File: src/hw/rtl/shc_pkg.sv
// Shared constants and types for the 3x3 sharpening filter.
package shc_pkg;

  localparam int MaxWidth = 2048;
  localparam int ColW = $clog2(MaxWidth);
  localparam int RowW = 12;
  localparam int CfgIdxW = 2;

  localparam logic [CfgIdxW-1:0] CfgWidth = 2'd0;
  localparam logic [CfgIdxW-1:0] CfgHeight = 2'd1;
  localparam logic [CfgIdxW-1:0] CfgCenter = 2'd2;

  localparam logic [11:0] ResetWidth = 12'd2048;
  localparam logic [12:0] ResetHeight = 13'd4096;
  localparam logic [7:0] ResetCenter = 8'd13;
  localparam logic [7:0] KernelBias = 8'd12;
  localparam logic [7:0] PixMax = 8'd255;

  // Weighted sum: |sum| < 255*255 + 12*255, 18 bits plus sign.
  localparam int SumW = 19;
  localparam int DivW = 18;

  // Control carried from the front end to the divider.
  typedef struct packed {
    logic [ColW-1:0] x;
    logic [RowW-1:0] y;
    logic            last;
    logic            err;
  } shc_tag_t;

endpackage

File: src/hw/rtl/shc_divider.sv
// Serial restoring divider with clamp for the normalized filter output.
module shc_divider (
  input  logic                          clk,
  input  logic                          rst_n,
  input  logic                          start,
  input  logic signed [shc_pkg::SumW-1:0] dividend,
  input  logic signed [8:0]             divisor,
  input  shc_pkg::shc_tag_t             tag_in,
  output logic                          busy,
  output logic                          done,
  output logic [7:0]                    quot_px,
  output shc_pkg::shc_tag_t             tag_out
);

  localparam int N = shc_pkg::DivW;
  localparam int CntW = $clog2(N + 1);

  logic [N-1:0]      num_r, num_nxt;
  logic [8:0]        den_r;
  logic [8:0]        rem_r, rem_nxt;
  logic              neg_r;
  logic [CntW-1:0]   cnt_r;
  logic              busy_r, done_r;
  shc_pkg::shc_tag_t tag_r;
  logic [9:0]        trial;
  logic [N-1:0]      num_abs;
  logic [8:0]        den_abs;

  assign num_abs = dividend[shc_pkg::SumW-1] ? N'(-dividend) : N'(dividend);
  assign den_abs = divisor[8] ? 9'(-divisor) : 9'(divisor);

  // One quotient bit per cycle; the quotient shifts into num_r.
  always_comb begin
    trial = {rem_r, num_r[N-1]} - {1'b0, den_r};
    if (!trial[9]) begin
      rem_nxt = trial[8:0];
      num_nxt = {num_r[N-2:0], 1'b1};
    end else begin
      rem_nxt = {rem_r[7:0], num_r[N-1]};
      num_nxt = {num_r[N-2:0], 1'b0};
    end
  end

  always_ff @(posedge clk) begin
    if (!rst_n) begin
      busy_r <= 1'b0;
      done_r <= 1'b0;
      cnt_r  <= '0;
    end else begin
      done_r <= 1'b0;
      if (start) begin
        busy_r <= 1'b1;
        cnt_r  <= CntW'(N);
        num_r  <= num_abs;
        den_r  <= tag_in.err ? 9'd1 : den_abs;
        rem_r  <= '0;
        neg_r  <= dividend[shc_pkg::SumW-1] ^ divisor[8];
        tag_r  <= tag_in;
      end else if (busy_r) begin
        num_r <= num_nxt;
        rem_r <= rem_nxt;
        cnt_r <= cnt_r - 1'b1;
        if (cnt_r == CntW'(1)) begin
          busy_r <= 1'b0;
          done_r <= 1'b1;
        end
      end
    end
  end

  // Truncated quotient clamped to the pixel range; zero on a divide error.
  always_comb begin
    if (tag_r.err || neg_r || num_r == '0) quot_px = '0;
    else if (num_r > N'(shc_pkg::PixMax)) quot_px = shc_pkg::PixMax;
    else quot_px = num_r[7:0];
  end

  assign busy = busy_r;
  assign done = done_r;
  assign tag_out = tag_r;

endmodule

File: config.mk
export PLATFORM = sky130hd
export DESIGN_NAME = shc_divider
export DESIGN_NICKNAME = d
export VERILOG_FILES = /design/src/hw/rtl/shc_pkg.sv /design/src/hw/rtl/shc_divider.sv
export SDC_FILE = /design/constraint.sdc
export NUM_CORES = 1
export LEC_CHECK = 0
export BUFFER_PORTS_ARGS = -buffer_cell sky130_fd_sc_hd__buf_4
export CAP_MARGIN = 20
export CORE_MARGIN = 2
export CORE_UTILIZATION = 40
export DETAILED_ROUTE_END_ITERATION = 12
export PLACE_DENSITY_LB_ADDON = 0.3
export REMOVE_ABC_BUFFERS = 1
export SETUP_SLACK_MARGIN = 0.2
export SLEW_MARGIN = 40
export SYNTH_ARGS = -nofsm -noshare
export SYNTH_HDL_FRONTEND = slang
export SYNTH_SLANG_ARGS = --single-unit
export TNS_END_PERCENT = 1
File: constraint.sdc
create_clock -name clk -period 3.5 [get_ports clk]
set_input_delay 0.175 -clock clk [delete_from_list [all_inputs] [get_ports clk]]
set_output_delay 0.175 -clock clk [all_outputs]
set_load 0.01 [all_outputs]
==> flow_metrics.env, run 1 <==
export IMPL_antenna_found_initial=0
export IMPL_cp_depth=6
export IMPL_drtIter0Drc=112
export IMPL_crit_fanout=9
export IMPL_worstSetupPathType="reg2reg"
export IMPL_max_vdd_ir_drop_v=0.000256
export IMPL_synth_top_cells_by_count="edfxtp_1 (62), nor2_1 (32), nand2_1 (27)"
export IMPL_clkSinkCount=69
export IMPL_area_growth_pct=33.7
export IMPL_syn_area_sq_um=3740
export IMPL_async_flop_share_pct=0
export IMPL_worstSetupEndpointType="flop"
export IMPL_critPathRequiredTime_ns=3.60
export IMPL_cts_tree="done"
export IMPL_ctsHoldBuffers=24
export IMPL_grt_first_pass_wirelength_mm=14.3
export IMPL_drive_gt1_share_pct=27.6
export IMPL_ant_nets=0
export IMPL_finalHoldViolations=0
export IMPL_hold_worst_slack_ns=0.0831
export IMPL_hpwl_mm=5.74
export IMPL_clock_fmax_mhz=407
export IMPL_via_count=2910
export IMPL_clk_pin_slew_ns=0.08
export IMPL_synth_top_area_cell="edfxtp_1"
export IMPL_fp_dieH_um=101
export IMPL_drt_vias_per_instance=5.13
export IMPL_finalCritPeriodShare_pct=70.1
export IMPL_fin_skew_ns=0.0135
export IMPL_startpoint_type="flop"
export IMPL_cpMaxStageDelayCell="edfxtp_1"
export IMPL_cts_resized=0
export IMPL_avgSynthCellArea_sq_um=11.2
export IMPL_cts_buffers=9
export IMPL_cp_num_buf_inv=0
export IMPL_ys_flop_type="edfxtp_1"
export IMPL_n_antenna_cell=0
export IMPL_wirelength_mm=8.44
export IMPL_synth_area_top_cells="edfxtp_1 (50%), xor2_1 (4.9%), ha_1 (4.4%)"
export IMPL_die_w_um=101
export IMPL_ys_ff_latch=69
export IMPL_start_util_pct=40.8
export IMPL_dr_pass1_iters=4
export IMPL_grt_total_usage_pct=17.8
export IMPL_drv_cap=0
export IMPL_yosysMostFrequentCell="edfxtp_1"
export IMPL_r2r_start="rem_r[6]"
export IMPL_r2r_cells=6
export IMPL_rows=35
export IMPL_netlist_instances=335
export IMPL_final_cells=567
export IMPL_routedWlPerCell_um=14.9
export IMPL_power_density_nw_per_um2=447
export IMPL_yosys_warnings=0
export IMPL_slew_headroom_pct=54.0
export IMPL_grt_overflow=0
export IMPL_maxSlewViolCount=0
export IMPL_slowest_delay_ns=0.43
export IMPL_clockRootBuffer="clkbuf_8"
export IMPL_dp_slack_ns=1.10
export IMPL_io_buffers=90
export IMPL_ios=91
export IMPL_cts_setup_buffers=0
export IMPL_finalPower_mw=2.23
export IMPL_critPathTopFamily="compound AO/OA/AOI/OAI gates"
export IMPL_grt_max_degree=39
export IMPL_num_fill_cells=784
export IMPL_finalSetupViolations=0
export IMPL_endpoint="rem_r[1]"
export IMPL_crit_path_start="rem_r[6]"
export IMPL_cts_buffer_depth=2
export IMPL_r2r_slack_ns=1.05
export IMPL_place_inst=527
export IMPL_rsz0062_at_grt="false"
export IMPL_path_cells="ha_1 > and3_1 > a22oi_1 > o2111ai_1 > o21ai_1 > mux2_2"
export IMPL_drc=0
export IMPL_gp_congestion=0.892
export IMPL_dieArea_sq_um=10100
export IMPL_ys_seq_area_share_pct=53.6
export IMPL_fin_nets=521
export IMPL_timing_rr_end="rem_r[1]"
export IMPL_status="finished clean"
export IMPL_synth_edf_count=62
export IMPL_worst_slew_pin_slew_ns=0.688
export IMPL_core_sq_um=9150
export IMPL_synth_cell_types=47
export IMPL_hp_class="in2reg"
export IMPL_synth_top_cell_area_share_pct=49.8
export IMPL_grt_pass1_vias=3089
export IMPL_h_tree_depth=3
export IMPL_insertion_delay_ns=0.34
export IMPL_arrival_ns=2.55
export IMPL_fin_crit_ns=2.45
export IMPL_p_leak_nw=2.08
export IMPL_tns_ns=0
export IMPL_setup_ws_ns=1.05
[power breakdown]
group,internal (mW),switching [mW]
registers,0.978,0.0316
clock network,0.426,0.323
logic,0.231,0.245
total,1.64,0.599
[cell usage in the layout (no fill, tap or decap), types with 4 or more instances in the layout]
cell and instances:
a21oi_1 17, buf_4 92, clkbuf_8 10, dfxtp_1 7, dlygate4sd3_1 24, edfxtp_1 62
ha_1 13, inv_1 23, mux2_2 7, mux2i_1 7, nand2_1 27, nand3_1 8
nor2_1 32, nor2b_1 4, nor3_1 6, nor4_1 4, o2111ai_1 4, o21a_1 11
o21ai_0 15, o31ai_1 4, xnor2_1 9, xor2_1 21
[per-layer routing]
metal  up-vias  share of wire, %  global-route usage [%]
met5         -                 0                       0
met1      1351                44                    21.9
met2       102                47                    29.4
met3         4               8.8                    6.73
li1       1453                 -                       -
met4         0              0.68                    4.95
[worst reg2reg max path: stages, from the launching register on]
cell       delay [ns]
edfxtp_1         0.43
ha_1             0.41
and3_1           0.19
a22oi_1          0.36
o2111ai_1        0.22
o21ai_1          0.22
mux2_2           0.37
[cells by family after synthesis]
logic type	Yosys count	synth area share [%]
buffers and inverters	34	3.41
DFF	69	53.6
muxes	14	3.98
adders and majority gates	14	4.89
AOI/OAI and AO/OA	75	14.5
and+or+nand+nor	99	12.7
xor gates and xnor gates	30	7.03
[metrics by stage]
step	area (sq um)	util, %
after CTS	5000	54.6
after global placement	4530	49.4
after floorplan	3700	-
after detailed placement	4530	49.4
final	5000	54.6
after global routing	5000	54.6
[area by class of cell]
| type | instances | area (sq um) | share of cell area, % |
|---|---|---|---|
| clock buffers | 10 | 138 | 2.75 |
| clock inverters | 6 | 93.8 | 1.88 |
| inverters | 23 | 86.3 | 1.73 |
| multi-input cells | 232 | 1610 | 32.2 |
| flip-flops and latches | 69 | 2000 | 40.1 |
| well taps | 111 | 139 | 2.78 |
| repair buffers | 116 | 931 | 18.6 |
[flip-flops by register name, summed over array words and instances (netlist names)]
name,count
neg_r,1
rem_r,9
cnt_r,5
num_r,18
den_r,9
tag_out,25
busy,1
done,1
[worst min-delay path by stage]
stage,from,end,slack (ns),depth (start not counted)
2_1_floorplan,tag_in[0],tag_out[0],0.27,0
3_3_place_gp,tag_in[7],tag_out[7],0.35,1
3_5_place_dp,tag_in[18],tag_out[18],0.35,1
4_1_cts,tag_in[0],tag_out[0],0.07,1
5_1_grt,tag_in[0],tag_out[0],0.08,1
6_report,tag_in[0],tag_out[0],0.08,1
Power figures use the tool's default switching activity.
==> inputs of run 2 (changes only) <==
- ABC_AREA: not set -> 1
- clock period: 3.5 -> 2 ns (I/O delays scaled with it)
==> run 2 against run 1 <==
Die area is 3.9% higher. Clock power increased by 79%. Power grew 82%. Flip-flop and latch count is the same. Utilization increased by 4.6 points. Fmax increased by 32%. Routed wire length rose by 21%. First-iteration DRC count increased by 43%. Sequential power grew 74%. Synthesized cell count increased by 38%. Count of clock-buffer cells in the layout stayed put. Critical endpoint unchanged. Highest routed layer unchanged.
==> flow_metrics.env, run 2 <==
export IMPL_status="finished clean"
export IMPL_critPathRequiredTime_ns=2.09
export IMPL_synth_area_top_cells="edfxtp_1 (48%), nand2_1 (11%), inv_1 (7.1%)"
export IMPL_finalHoldViolations=0
export IMPL_die_w_um=103
export IMPL_startpoint_type="flop"
export IMPL_cp_num_buf_inv=0
export IMPL_max_vdd_ir_drop_v=0.000379
export IMPL_min_delay_start="divisor[0]"
export IMPL_insertion_delay_ns=0.33
export IMPL_fin_area_sq_um=5520
export IMPL_fin_nets=671
export IMPL_p_clk_share_pct=33.0
export IMPL_area_growth_pct=42.1
export IMPL_worstSetupEndpointType="flop"
export IMPL_min_to="den_r[0]"
export IMPL_hpwl_mm=7.11
export IMPL_clk_pin_slew_ns=0.07
export IMPL_arrival_ns=1.95
export IMPL_worst_slew_pin_slew_ns=0.469
export IMPL_start_util_pct=41.7
export IMPL_cts_buffers=9
export IMPL_via_count=3570
export IMPL_grt_total_usage_pct=19.6
export IMPL_p_int_mw=2.96
export IMPL_combPwrFrac_pct=23.5
export IMPL_gp_congestion=0.858
export IMPL_clkSinkCount=69
export IMPL_synth_cell_types=34
export IMPL_cts_buffer_depth=2
export IMPL_antenna_found_initial=0
export IMPL_placed_area_sq_um=4750
export IMPL_wirelength_mm=10.2
export IMPL_p_leak_nw=2.55
export IMPL_worst_path_most_repeated_cell="nor2_1"
export IMPL_yosys_warnings=0
export IMPL_r2r_slack_ns=0.14
export IMPL_dp_slack_ns=0.0192
export IMPL_drc=0
export IMPL_syn_area_sq_um=3890
export IMPL_synth_top_area_cell="edfxtp_1"
export IMPL_synth_top_cell_area_share_pct=47.9
export IMPL_slew_headroom_pct=68.4
export IMPL_drtIter0Drc=160
export IMPL_mostFrequentLayoutCells="buf_4 (110), nand2_1 (104), inv_1 (68)"
export IMPL_dieArea_sq_um=10500
export IMPL_switching_share_pct=27.0
export IMPL_largest_register_ff_count=25
export IMPL_drv_cap=0
export IMPL_critPathTopFamily="simple AND/OR/NAND/NOR gates"
export IMPL_synth_top_cells_by_count="nand2_1 (109), inv_1 (74), edfxtp_1 (62)"
export IMPL_async_flop_share_pct=0
export IMPL_r2r_cells=8
export IMPL_num_fill_cells=806
export IMPL_fp_dieH_um=103
export IMPL_place_inst=680
export IMPL_avgSynthCellArea_sq_um=8.43
export IMPL_ios=91
export IMPL_rsz0062_at_grt="true"
export IMPL_r2r_start="rem_r[0]"
export IMPL_crit_fanout=6
export IMPL_grt_overflow=0
export IMPL_ys_ff_latch=69
export IMPL_cts_tree="done"
export IMPL_finalSetupViolations=0
export IMPL_path_cells="ha_1 > nand2_1 > nor2_2 > nand3_4 > nand4_1 > nand2_4 > nor2_1 > nor2_1"
export IMPL_n_antenna_cell=0
export IMPL_yosysMostFrequentCell="nand2_1"
export IMPL_p_sw_mw=1.10
export IMPL_routedWlPerCell_um=13.9
export IMPL_clockRootBuffer="clkbuf_8"
export IMPL_h_tree_depth=3
export IMPL_synth_edf_count=62
export IMPL_clock_fmax_mhz=539
export IMPL_ys_flop_type="edfxtp_1"
export IMPL_timing_rr_end="rem_r[1]"
export IMPL_rows=35
export IMPL_grt_max_degree=37
export IMPL_ant_nets=0
export IMPL_drt_vias_per_instance=4.86
export IMPL_netlist_instances=461
export IMPL_grt_pass1_vias=3393
export IMPL_mostFrequentLayoutCell="buf_4"
export IMPL_io_buffers=90
export IMPL_finalCritPeriodShare_pct=92.8
export IMPL_slowest_delay_ns=0.45
export IMPL_tns_ns=0
export IMPL_hp_class="in2reg"
export IMPL_fin_crit_ns=1.86
export IMPL_worstSetupPathType="reg2reg"
export IMPL_drive_gt1_share_pct=26.7
export IMPL_whs_path_depth=3
export IMPL_power_density_nw_per_um2=735
export IMPL_setup_ws_ns=0.143
export IMPL_core_sq_um=9330
export IMPL_fin_skew_ns=0.00450
export IMPL_seqPwrFrac_pct=43.5
export IMPL_ys_seq_area_share_pct=51.5
export IMPL_final_cells=735
export IMPL_grt_first_pass_wirelength_mm=15.8
export IMPL_maxSlewViolCount=0
export IMPL_cpMaxStageDelayCell="edfxtp_1"
export IMPL_dr_pass1_iters=4
-- run 2: final cells by class --
type | instances | area [sq um] | area share [%]
flip-flops and latches | 69 | 2000 | 36.2
multi-input cells | 310 | 1760 | 31.9
repair buffers | 136 | 1090 | 19.7
inverters | 75 | 282 | 5.10
well taps | 129 | 161 | 2.92
clock buffers | 10 | 128 | 2.31
clock inverters | 6 | 101 | 1.84
-- run 2: logic make-up after synthesis --
logic type | after synthesis | share of synthesized area [%]
AOI/OAI and AO/OA | 52 | 7.18
DFF | 69 | 51.5
xor gates and xnor gates | 11 | 2.48
and+or+nand+nor | 233 | 26.2
buffers and inverters | 82 | 7.95
adders and majority gates | 14 | 4.70
-- run 2: how the worst max path moves through the flow --
stage	cells past startpoint	slack (ns)	endpoint	from
after detailed placement	13	0.02	rem_r[8]	num_r[17]
after floorplan	2	-0.45	num_r[0]	start
final	8	0.14	rem_r[1]	rem_r[0]
after global placement	13	0.06	rem_r[8]	num_r[17]
after CTS	11	0.16	rem_r[0]	rem_r[3]
after global routing	8	0.02	rem_r[7]	rem_r[0]
-- run 2: repair_timing --
item	CTS	global route
pin swaps	11	11
endpoints found under the hold margin	26	0
hold buffers	26	0
buffers inserted	5	8
resized for setup	24	11
endpoints found under the setup margin	18	18
-- run 2: routing by layer --
metal  vias up  GRT usage [%]  routed length [um]
met5         -              0                   0
met4         0           7.69                 266
met3        25           2.78                 350
met2        74           34.3                5250
met1      1671           24.4                4360
li1       1800              -                   -
-- run 2: power by group through the flow --
stage          combinational, mW  sequential [mW]  clock (mW)
2_1_floorplan              0.455             1.79           0
5_1_grt                     1.06             1.77        1.41
3_3_place_gp               0.773             1.78           0
3_5_place_dp               0.790             1.79           0
6_report                   0.956             1.76        1.34
4_1_cts                    0.899             1.76        1.35
-- run 2: worst register-to-register path: cells and delay by family (launching register included) --
kind	cells	cell delay, ns
adders and majority gates	1	0.35
DFF	1	0.45
and+or+nand+nor	7	0.82
-- run 2: per-stage QoR --
stage	util [%]	hold slack, ns	power (mW)
global route	59.2	0.0573	4.24
detailed placement	51.0	0.279	2.58
global placement	51.0	0.278	2.55
CTS	58.1	0.0544	4.02
finish	59.2	0.0686	4.06
floorplan	-	0.178	2.24
==> inputs of run 3 (changes only) <==
- clock period: 2 -> 1.7 ns (I/O delays scaled with it)
==> run 3 against run 2 <==
The flow now finishes with violations (negative setup slack). Cell count up 1.9%. Largest cell class unchanged. Global-route usage up 0.71 points. Power up 17%. Flip-flop and latch count unchanged. Utilization up 2.0 points. First-iteration DRC count up 8.1%. Clock skew up 0.0027 ns. Worst setup slack worse by 0.39 ns. Register-to-register slack worse by 0.39 ns.
==> flow_metrics.env, run 3 (synthesis results as in run 2) <==
export IMPL_grtUsageMet3_pct=2.37
export IMPL_dieArea_sq_um=10500
export IMPL_crit_fanout=3
export IMPL_status="complete, but fails checks"
export IMPL_ios=91
export IMPL_mostFrequentLayoutCells="buf_4 (121), nand2_1 (101), inv_1 (69)"
export IMPL_core_sq_um=9330
export IMPL_drtIter0Drc=173
export IMPL_grt_total_usage_pct=20.3
export IMPL_p_leak_nw=2.64
export IMPL_regArea_sq_um=2000
export IMPL_min_delay_start="dividend[0]"
export IMPL_maxSlewViolCount=0
export IMPL_clkSinkCount=69
export IMPL_worst_slew_pin_slew_ns=0.479
export IMPL_mostFrequentLayoutCell="buf_4"
export IMPL_ant_nets=0
export IMPL_grt_first_pass_wirelength_mm=16.4
export IMPL_crit_path_start="rem_r[3]"
export IMPL_grt_max_degree=37
export IMPL_drt_vias_per_instance=4.88
export IMPL_placed_area_sq_um=4910
export IMPL_largest_register_ff_count=25
export IMPL_gp_congestion=0.872
export IMPL_cts_tree="done"
export IMPL_rows=35
export IMPL_num_fill_cells=770
export IMPL_h_tree_depth=3
export IMPL_fin_crit_ns=1.94
export IMPL_hp_class="in2reg"
export IMPL_antenna_found_initial=0
export IMPL_setup_ws_ns=-0.243
export IMPL_hpwl_mm=7.25
export IMPL_clockRootBuffer="clkbuf_8"
export IMPL_finalCritPeriodShare_pct=114
export IMPL_worstSetupEndpointType="flop"
export IMPL_die_w_um=103
export IMPL_cts_buffer_depth=2
export IMPL_finalHoldViolations=0
export IMPL_drive_gt1_share_pct=30.2
export IMPL_arrival_ns=2.04
export IMPL_wirelength_mm=10.6
export IMPL_n_antenna_cell=0
export IMPL_dr_pass1_iters=4
export IMPL_io_buffers=90
export IMPL_worstSetupPathType="reg2reg"
export IMPL_startpoint_type="flop"
export IMPL_clk_pin_slew_ns=0.08
export IMPL_power_density_nw_per_um2=836
export IMPL_grt_overflow=0
export IMPL_final_cells=749
export IMPL_use_met1_pct=26.5
export IMPL_r2r_start="rem_r[3]"
export IMPL_slew_headroom_pct=67.8
export IMPL_violations="negative setup slack"
export IMPL_rsz0062_at_grt="true"
export IMPL_drc=0
export IMPL_clock_fmax_mhz=515
export IMPL_fin_util_pct=61.2
export IMPL_via_count=3656
export IMPL_place_inst=698
export IMPL_cts_buffers=9
export IMPL_finalPower_mw=4.77
export IMPL_multi_input_area_sq_um=1820
export IMPL_met2_usage_pct=34.3
export IMPL_max_vdd_ir_drop_v=0.000572
export IMPL_critPathRequiredTime_ns=1.80
export IMPL_insertion_delay_ns=0.34
export IMPL_area_growth_pct=46.8
export IMPL_fin_nets=686
export IMPL_routedWlPerCell_um=14.2
export IMPL_grt_pass1_vias=3537
export IMPL_start_util_pct=41.7
export IMPL_drv_cap=0
export IMPL_busiest_layer="met2"
export IMPL_fin_skew_ns=0.00725
export IMPL_fp_dieH_um=103
export IMPL_fin_area_sq_um=5710
export IMPL_finalSetupViolations=18
-- run 3: cell count changes in the layout (fill, tap and decap cells not counted), sizes merged --
cell / previous run / this run
bufinv: 3 / 2
clkbuf: 10 / 9
clkinv: 4 / 2
buf: 110 / 124
clkinvlp: 0 / 2
dlygate4sd3: 26 / 27
inv: 74 / 75
-- run 3: stage by stage --
step / worst slack (ns) / TNS [ns] / hold slack (ns)
final: -0.243 / -2.49 / 0.0480
after CTS: -0.140 / -1.93 / 0.0292
after global placement: -0.194 / -1.84 / 0.263
after global routing: -0.308 / -4.21 / 0.0493
after floorplan: -0.734 / -20.88 / 0.163
after detailed placement: -0.229 / -1.97 / 0.264
-- run 3: per-layer routing --
metal | up-vias | part of all wire, %
li1 | 1828 | -
met1 | 1739 | 43
met2 | 76 | 53
met3 | 13 | 3.3
met4 | 0 | 1.6
met5 | - | 0
-- run 3: path summary, 6_finish.rpt --
path	slack, ns	depth (start not counted)	endpoint
setup reg to reg	-0.24	10	rem_r[5]
setup / recovery	-0.24	10	rem_r[5]
hold reg to reg	0.51	2	cnt_r[4]
hold / removal	0.05	3	num_r[0]
-- run 3: final cells by class --
cell class,count,share of cell area [%]
clock buffers,9,2.17
clock inverters,6,1.54
well taps,129,2.83
flip-flops and latches,69,35.1
repair buffers,151,21.6
multi-input cells,310,31.9
inverters,75,4.93
-- run 3: where the power goes --
part           switching, mW  total, mW  internal (mW)  leakage [nW]
combinational          0.641       1.22          0.584          1.90
clock                  0.643       1.46          0.818        0.0994
sequential            0.0792       2.08           2.00         0.642
-- run 3: worst max-delay path, stage by stage, from the launching register on --
cell and delay, ns:
edfxtp_1 0.47, ha_4 0.30, nand2_1 0.09, nand2_2 0.07, inv_1 0.07, nand2_2 0.07, buf_4 0.14, nor3_1 0.21
nor2_2 0.10, nor2_2 0.13, nor2_2 0.05
-- run 3: what timing repair did --
item | in CTS | in global routing
gates resized for setup | 16 | 32
hold buffers | 27 | 0
setup endpoints to repair | 18 | 18
hold endpoints to repair | 27 | 0
setup buffers | 1 | 8
pin swaps | 5 | 15
